<file path="config.mk">
export PLATFORM = sky130hd
export DESIGN_NAME = sst_cell
export DESIGN_NICKNAME = d
export VERILOG_FILES = /design/src/sst_pkg.sv /design/src/sst_cell.sv
export SDC_FILE = /design/constraint.sdc
export NUM_CORES = 1
export LEC_CHECK = 0
export ABC_AREA = 1
export BUFFER_PORTS_ARGS = -buffer_cell sky130_fd_sc_hd__clkbuf_2
export CAP_MARGIN = 25
export CORE_MARGIN = 2
export CORE_UTILIZATION = 46
export CTS_CLUSTER_SIZE = 8
export DETAILED_ROUTE_END_ITERATION = 8
export PLACE_DENSITY = 0.81
export SKIP_LAST_GASP = 1
export SYNTH_ARGS = -nofsm -noshare
export SYNTH_HDL_FRONTEND = slang
export SYNTH_SLANG_ARGS = --single-unit
</file>
<file path="constraint.sdc">
create_clock -name clk -period 3.5 [get_ports clk]
set_clock_uncertainty 0.15 [all_clocks]
set_input_delay 0.525 -clock clk [delete_from_list [all_inputs] [get_ports clk]]
set_output_delay 0.525 -clock clk [all_outputs]
set_load 0.05 [all_outputs]
</file>
<file path="src/sst_pkg.sv">
package sst_pkg;

  localparam int CAPACITY_DEF = 64;
  localparam int DATA_W       = 32;
  localparam int IDX_W        = 6;
  localparam int POS_W        = 7;
  localparam int CNT_W        = 7;
  localparam int TYPE_W       = 2;
  localparam int STAT_W       = 3;
  localparam int IN_DATA_W    = 40;  // value + read_index, padded to bytes
  localparam int OUT_DATA_W   = 48;  // position + entry_value + entry_count, padded

  localparam logic [TYPE_W-1:0] REQ_INSERT = 2'd0;
  localparam logic [TYPE_W-1:0] REQ_DELETE = 2'd1;
  localparam logic [TYPE_W-1:0] REQ_READ   = 2'd2;

  localparam logic [STAT_W-1:0] ST_INSERTED  = 3'd0;
  localparam logic [STAT_W-1:0] ST_DUPLICATE = 3'd1;
  localparam logic [STAT_W-1:0] ST_DELETED   = 3'd2;
  localparam logic [STAT_W-1:0] ST_NOT_FOUND = 3'd3;
  localparam logic [STAT_W-1:0] ST_FULL      = 3'd4;
  localparam logic [STAT_W-1:0] ST_READ_OK   = 3'd5;

  typedef enum logic [1:0] {
    FSM_IDLE,
    FSM_CMP,
    FSM_EXEC
  } fsm_t;

  typedef enum logic [1:0] {
    CELL_HOLD,
    CELL_CMP,
    CELL_INS,
    CELL_DEL
  } cell_op_t;

  typedef struct packed {
    cell_op_t          op;
    logic [DATA_W-1:0] value;
  } cell_cmd_t;

endpackage

</file>
<file path="src/sst_cell.sv">
module sst_cell
  import sst_pkg::*;
(
  input  logic              clk,
  input  cell_cmd_t         cmd,
  input  logic              valid,       // this slot is below the fill count
  input  logic              left_lt,
  input  logic [DATA_W-1:0] left_entry,
  input  logic [DATA_W-1:0] right_entry,
  output logic [DATA_W-1:0] entry,
  output logic              lt,
  output logic              eq
);

  logic [DATA_W-1:0] entry_r, entry_nxt;
  logic              lt_r, lt_nxt;
  logic              eq_r, eq_nxt;

  always_comb begin
    entry_nxt = entry_r;
    lt_nxt    = lt_r;
    eq_nxt    = eq_r;
    unique case (cmd.op)
      CELL_CMP: begin
        lt_nxt = valid && ($signed(entry_r) < $signed(cmd.value));
        eq_nxt = valid && (entry_r == cmd.value);
      end
      // Slots below the insertion point keep; the first slot at or above it
      // takes the new value, everything past it shifts one to the right.
      CELL_INS: begin
        if (!lt_r) begin
          entry_nxt = left_lt ? cmd.value : left_entry;
        end
      end
      // Slots at or above the match pull from the right neighbor.
      CELL_DEL: begin
        if (!lt_r) begin
          entry_nxt = right_entry;
        end
      end
      default: begin
      end
    endcase
  end

  always_ff @(posedge clk) begin
    entry_r <= entry_nxt;
    lt_r    <= lt_nxt;
    eq_r    <= eq_nxt;
  end

  assign entry = entry_r;
  assign lt    = lt_r;
  assign eq    = eq_r;

endmodule

</file>
**Yosys cells after proc, flatten, opt, wreduce, memory -nomap -nowiden**

Cells that the tools add are included.
Widths: inputs -> output; s select.

- Bits in registers: 34
- Word-level logic and storage cells: 18
- Input bits: 101
- Output and inout port bits: 34

- Magnitude comparators: 1
- Mux-type cells: 4
- Reductions and logical operators: 4
- Eq/ne operators: 6

Operators with widths:

| cell | count |
|---|---|
| $mux 32 | 3 |
| $pmux 32 s2 | 1 |
| $eq 32x32->1 | 1 |
| $lt 32x32->1 | 1 |
| $eq 2x2->1 const B | 2 |
| $ne 2x2->1 const B | 2 |
| $reduce_and 3->1 | 1 |
| $eq 2x1->1 const B | 1 |
| $logic_and 1x1->1 | 2 |
| $reduce_bool 2->1 | 1 |

**Longest topological paths before layout**

Gate-level depths: netlist (run 1).

- Depth in word-level cells: 3
- Depth in mapped cells: 15
- Gate-level depth less buffers: 15

**Least setup slack after synthesis (run 1)**

OpenSTA, ideal clock, no wires.

- Kind: in2reg
- Start point: input port cmd[33] in the netlist's numbering
- End point: register entry_r[0] (netlist: entry[0]), enable pin
- Slack: 0.536 ns
- Data required time: 2.929 ns
- Stages: 4
- Data arrival time: 2.393 ns
- Path buffers: 2
- Setup time: 0.421 ns
- Cell sequence: clkbuf_1 > clkbuf_1 > inv_1 > nor2_1

- Word-level cells in the longest chain between the ends: 3
- Elaborated cells on any way between the ends: 6

Ends and longest elaborated chain:

| item | line | source |
|---|---|---|
| from (decl) | sst_cell.sv:5 | `input cell_cmd_t cmd,` |
| $eq 2x2->1 | sst_cell.sv:23 | `unique case (cmd.op)` |
| $ne 2x2->1 (no line) or $reduce_bool 2->1 (tied branches) | n/a |  |
| $reduce_and 3->1 (no line) (*) | n/a |  |
| to (signal assigned) | sst_cell.sv:47 | `entry_r <= entry_nxt;` |
| to (decl) | sst_cell.sv:15 | `logic [DATA_W-1:0] entry_r, entry_nxt;` |

Mark *: on every way between the ends. The rest lies on a longest branch, timed or not.
A chain may end at the register's enable or synchronous reset.

**Worst setup path in the final report (run 1)**

- Start point: input port cmd[32] in the netlist's numbering
- End point: register entry_r[7] (netlist: entry[7]), data pin

- Word-level cells in the longest chain between the ends: 2
- Elaborated cells on any way between the ends: 3

Ends and longest elaborated chain:

| item | line |
|---|---|
| $eq 2x2->1 | sst_cell.sv:23 |
| $pmux 32 s2 (*) | sst_cell.sv:23 |
| via entry_nxt[7] | sst_cell.sv:15 |

The timed path passes the listed nets; every way through them passes the cells marked *.

==> results.sh, run 1 <==
export IMPL_status="finished clean"
export IMPL_cts_sinks=34
export IMPL_maxCapViolations=0
export IMPL_yosys_warnings=0
export IMPL_p_clk_share_pct=24.5
export IMPL_gp_congestion=0.7586
export IMPL_syn_cell_area_sq_um=2658
export IMPL_via_per_inst=5.040
export IMPL_clk_latency_ns=0.28
export IMPL_die_h_um=80.01
export IMPL_cp_data_arrival_time_ns=1.94
export IMPL_cp_max_fo=32
export IMPL_met2_usage_pct=41.67
export IMPL_synthCells=329
export IMPL_ys_ff_latch=34
export IMPL_ant_nets=0
export IMPL_hold_viol=0
export IMPL_tightest_slew_ns=0.9257
export IMPL_worstSetupPathType="input port to register"
export IMPL_antenna_found_initial=0
export IMPL_swShare_pct=33.88
export IMPL_drt_iter0_drc=87
export IMPL_slew_headroom_pct=38.14
export IMPL_p_leak_nw=1.859
export IMPL_multi_input_area_sq_um=1410
export IMPL_final_max_slew_viol_count=0
export IMPL_syn_avg_cell_area_sq_um=8.078
export IMPL_post_cts_resized=0
export IMPL_fp_dieW_um=80.01
export IMPL_cts_tree="yes"
export IMPL_antennaDiodeCount=0
export IMPL_powerDensity_nw_per_um2=324.6
export IMPL_drt_wl_total_um=7048
export IMPL_start_util_pct=47.97
export IMPL_fmax_mhz=485.7
export IMPL_avgRoutedWirePerCell_um=13.32
export IMPL_first_pass_iters=4
export IMPL_fin_crit_ns=2.059
export IMPL_syn_to_final_growth_pct=30.84
export IMPL_end_kind="register"
export IMPL_path_clk_slew_ns=0.07
export IMPL_portBuffers=134
export IMPL_cts_buffers=5
export IMPL_num_nets_final=589
export IMPL_min_period_over_period_pct=58.83
export IMPL_via_count=2666
export IMPL_busiest_layer="met2"
export IMPL_cts_root_buf="clkbuf_8"
export IMPL_place_hpwl_um=5577
export IMPL_yosysUniqueCellTypes=25
export IMPL_seq_area_frac_synth_pct=38.42
export IMPL_seq_area_sq_um=1021
export IMPL_cp_required_ns=3.38
export IMPL_gr_total_overflow=0
export IMPL_num_rows=27
export IMPL_final_cell_area_sq_um=3477
export IMPL_h_tree_depth=2
export IMPL_combinationalPowerShare_pct=31.6
export IMPL_ir_worst_vdd_mv=0.1929
export IMPL_grt_start_max_net_pins=63
export IMPL_die_area_sq_um=6402
export IMPL_design_core_area_sq_um=5540
export IMPL_ctsHoldBuffers=0
export IMPL_io_pins=135
export IMPL_drive_gt1_share_pct=33.92
export IMPL_power_switching_mw=0.3824
export IMPL_setup_viol=0
export IMPL_fin_tns_setup_ns=0
export IMPL_post_cts_buffers=0
export IMPL_grt_first_pass_wirelength_um=11130
export IMPL_startpoint_type="input port"
export IMPL_drc=0
export IMPL_hp_class="input port to register"
export IMPL_grt_pass1_vias=2635
export IMPL_grtUsageTotal_pct=22.30
export IMPL_use_met3_pct=6.448
export IMPL_rsz0062_at_grt="false"
export IMPL_dpl_cell_area_sq_um=3376
export IMPL_use_met1_pct=25.09
export IMPL_n_fill_cell=510
export IMPL_clockBufferDepth=2
export IMPL_pwr_share_seq_pct=43.9
export IMPL_power_internal_mw=0.7464
export IMPL_syn_nets=462
==> power groups by stage <==
| stage | combinational, mW | clock [mW] | sequential (mW) |
|---|---|---|---|
| after floorplan | 0.160 | 0 | 0.580 |
| after global placement | 0.344 | 0 | 0.504 |
| after detailed placement | 0.354 | 0 | 0.505 |
| after CTS | 0.356 | 0.282 | 0.496 |
| after global routing | 0.398 | 0.296 | 0.498 |
| final | 0.356 | 0.276 | 0.496 |
==> critical path, stage by stage <==
cell and delay, ns:
clkbuf_2 0.08, buf_4 0.31, nand2_1 0.45, buf_4 0.37, o211ai_1 0.11, nand2_1 0.08
==> cell usage in the layout, fill, tap and decap left out, drive strengths merged <==
master,n
nand4,2
nor3,2
a21oi,16
edfxtp,34
o211ai,30
and3,1
a21o,1
clkinv,2
ha,32
nor2,13
nand2,97
nor4,1
inv,43
clkbuf,140
buf,4
nand3,33
o21ai,3
o21a,2
a31oi,1
==> final timing paths <==
path	slack, ns	cells past startpoint	endpoint	from
hold / removal	0.39	3	entry[17]	right_entry[17]
setup / recovery	1.44	6	entry[7]	cmd[32]
hold reg to reg	0.66	1	entry[20]	lt
setup reg to reg	1.54	8	lt	entry[31]
==> routing by layer <==
metal | up-vias | routed length [um]
met5 | - | 0
met4 | 0 | 21
met3 | 2 | 602
met2 | 114 | 3648
met1 | 1176 | 2776
li1 | 1374 | -
==> final cells by class <==
cell class	instances	area share, %
clock inverters	2	0.2519
clock buffers	6	2.087
repair buffers	138	20.51
well taps	72	2.591
multi-input cells	234	40.55
inverters	43	4.642
flip-flops and latches	34	29.36
==> cell families after synthesis <==
group           synth area share (%)
flops                          38.42
simple gates                   24.39
fa+ha+maj                      15.07
buf+inv                        8.804
compound gates                 13.32
==> through the flow <==
step	setup WS, ns	total power, mW	hold WS [ns]	cells	util (%)
finish	1.441	1.129	0.3944	529	62.76
CTS	1.442	1.134	0.3870	528	62.40
global route	1.314	1.192	0.3937	529	62.76
global placement	1.199	0.8472	0.6492	520	60.93
detailed placement	1.138	0.8592	0.6552	520	60.93
floorplan	0.5360	0.7403	0.5863	329	-
==> synthesized netlist by cell type <==
master / number / area share, %
nor2_1: 12 / 1.7
nor2_2: 1 / 0.24
inv_1: 42 / 5.9
edfxtp_1: 34 / 38
ha_1: 32 / 15
nand3_2: 1 / 0.38
a21oi_2: 1 / 0.33
nand4_1: 2 / 0.47
nor3_1: 1 / 0.19
clkbuf_1: 14 / 2.0
buf_2: 4 / 0.75
a21oi_1: 15 / 2.8
nor4_4: 1 / 0.80
nor3_2: 1 / 0.38
o21ai_0: 3 / 0.56
nand2_1: 94 / 13
o21a_2: 1 / 0.33
o21a_1: 1 / 0.28
a21o_1: 1 / 0.28
a31oi_1: 1 / 0.24
nand2_2: 3 / 0.71
and3_1: 1 / 0.24
inv_2: 1 / 0.14
nand3_1: 32 / 6.0
o211ai_1: 30 / 8.5
==> sequential cells by signal (all words and copies together) (netlist names) <==
name,cells
lt,1
eq,1
entry,32
Note: power is estimated with default switching activity, not from simulation.
==> run 2, diff against run 1 <==
clock period = 2.07 ns   (was 3.5 ns; I/O delays follow)
==> run 2 against run 1 <==
Net effect: setup slack worse by 1.3 ns; routed wire length unchanged; critical path type is now register to register; largest power group unchanged; core utilization up 0.68 points; highest routed layer unchanged; global-route usage about the same; register-to-register slack got worse by 1.4 ns; worst hold slack worse by 0.22 ns; power grew 69%.
==> results.sh, run 2 (synthesized netlist as in run 1, its figures left out) <==
export IMPL_cts_root_buf="clkbuf_8"
export IMPL_min_period_over_period_pct=92.06
export IMPL_final_max_slew_viol_count=0
export IMPL_num_rows=27
export IMPL_maxCapViolations=0
export IMPL_cts_tree="yes"
export IMPL_die_area_sq_um=6402
export IMPL_path_clk_slew_ns=0.07
export IMPL_fmax_mhz=524.8
export IMPL_first_pass_iters=4
export IMPL_grt_pass1_vias=2649
export IMPL_io_pins=135
export IMPL_post_cts_buffers=0
export IMPL_via_per_inst=5.006
export IMPL_hold_viol=0
export IMPL_startpoint_type="register"
export IMPL_pre_cts_ws_ns=0.1530
export IMPL_num_nets_final=593
export IMPL_hold_depth=3
export IMPL_grt_first_pass_wirelength_um=11270
export IMPL_h_tree_depth=2
export IMPL_ir_worst_vdd_mv=0.2440
export IMPL_drt_iter0_drc=105
export IMPL_drc=0
export IMPL_final_cell_mix="134 x clkbuf_2, 94 x nand2_1, 42 x inv_1"
export IMPL_cp_buffers_inverters=0
export IMPL_slew_headroom_pct=75.14
export IMPL_rsz0062_at_grt="false"
export IMPL_cp_slowest_cell="edfxtp_1"
export IMPL_cp_common_cell="nand2_2"
export IMPL_syn_to_final_growth_pct=32.25
export IMPL_place_hpwl_um=5587
export IMPL_min_from="right_entry[15]"
export IMPL_powerDensity_nw_per_um2=541.5
export IMPL_antennaDiodeCount=0
export IMPL_status="finished clean"
export IMPL_clockBufferDepth=2
export IMPL_ctsHoldBuffers=0
export IMPL_drive_gt1_share_pct=34.57
export IMPL_cp_data_arrival_time_ns=1.79
export IMPL_r2r_slack_ns=0.16
export IMPL_tightest_slew_ns=0.3730
export IMPL_fin_tns_setup_ns=0
export IMPL_slowest_delay_ns=0.43
export IMPL_setup_viol=0
export IMPL_end_kind="register"
export IMPL_cp_max_fo=3
export IMPL_grtUsageTotal_pct=22.35
export IMPL_avgRoutedWirePerCell_um=13.25
export IMPL_clk_latency_ns=0.28
export IMPL_largest_register_ffs=32
export IMPL_r2r_start="entry[31]"
export IMPL_setup_ws_ns=0.1643
export IMPL_reg2regPathDepth=8
export IMPL_cp_required_ns=1.95
export IMPL_ant_nets=0
export IMPL_design_core_area_sq_um=5540
export IMPL_crit_path_cell_trace="ha_4 -> nand2_1 -> nor2_2 -> nand2_2 -> nor4_4 -> nand2_2 -> a21oi_1 -> nor2_1"
export IMPL_dpl_cell_area_sq_um=3438
export IMPL_gp_congestion=0.8343
export IMPL_rr_endpoint="lt"
export IMPL_worstSetupPathType="register to register"
export IMPL_hp_class="input port to register"
export IMPL_fin_crit_ns=1.906
export IMPL_cp_top_family="simple AND/OR/NAND/NOR gates"
export IMPL_start_util_pct=47.97
export IMPL_post_cts_resized=0
export IMPL_gr_total_overflow=0
export IMPL_portBuffers=134
export IMPL_layout_commonest_cell="clkbuf_2"
export IMPL_antenna_found_initial=0
export IMPL_grt_start_max_net_pins=63
export IMPL_via_count=2663
export IMPL_min_to="entry[15]"
export IMPL_drt_wl_total_um=7048
export IMPL_fp_dieW_um=80.01
export IMPL_final_cell_area_sq_um=3515
export IMPL_cts_buffers=5
export IMPL_die_h_um=80.01
export IMPL_p_leak_nw=1.874
export IMPL_cts_sinks=34
## run 2: cell count changes in the layout (fill, tap and decap cells not counted)
cell / previous run / this run
ha_1: 32 / 31
clkinv_1: 1 / 0
ha_4: 0 / 1
buf_4: 3 / 7
clkbuf_1: 1 / 2
clkinv_2: 1 / 0
## run 2: final cells by class
type	instances	area (sq um)
Clock buffer	7	76.32
Fill cell	507	2026
Inverter	43	161.4
Multi-Input combinational cell	234	1423
Sequential cell	34	1021
Tap cell	72	90.09
Timing Repair Buffer	142	743.2
## run 2: power by group
part	total (mW)	internal, mW	switching [mW]
Clock	0.455	0.231	0.223
Combinational	0.611	0.223	0.388
Sequential	0.837	0.815	0.0228
## run 2: tightest hold or removal path: stages
cell and delay, ns:
clkbuf_2 0.07, nand3_1 0.06, nand2_1 0.06
## run 2: through the flow
stage                     power [mW]  utilization (%)  std cells  hold slack (ns)
after floorplan                1.255                -        329           0.3718
after global placement         1.446            62.06        525           0.4625
after detailed placement       1.465            62.06        525           0.4660
after CTS                      1.924            63.44        532           0.1701
after global routing           2.018            63.44        532           0.1839
final                          1.903            63.44        532           0.1773
## run 2: worst max-delay path by stage
stage | slack [ns] | cells past startpoint | start | end
6_report | 0.16 | 8 | entry[31] | lt
4_1_cts | 0.16 | 8 | entry[31] | lt
5_1_grt | 0.04 | 8 | entry[31] | lt
3_5_place_dp | 0.15 | 10 | cmd[31] | lt
3_3_place_gp | 0.19 | 10 | cmd[31] | lt
2_1_floorplan | 0.01 | 8 | entry[31] | lt
## run 2: layer usage
metal	wire (um)	vias to the layer above	GRT usage, %
met5	0	-	0
met4	58	0	6.271
met3	400	4	3.959
li1	-	1387	-
met1	3095	1185	27.31
met2	3494	87	40.08
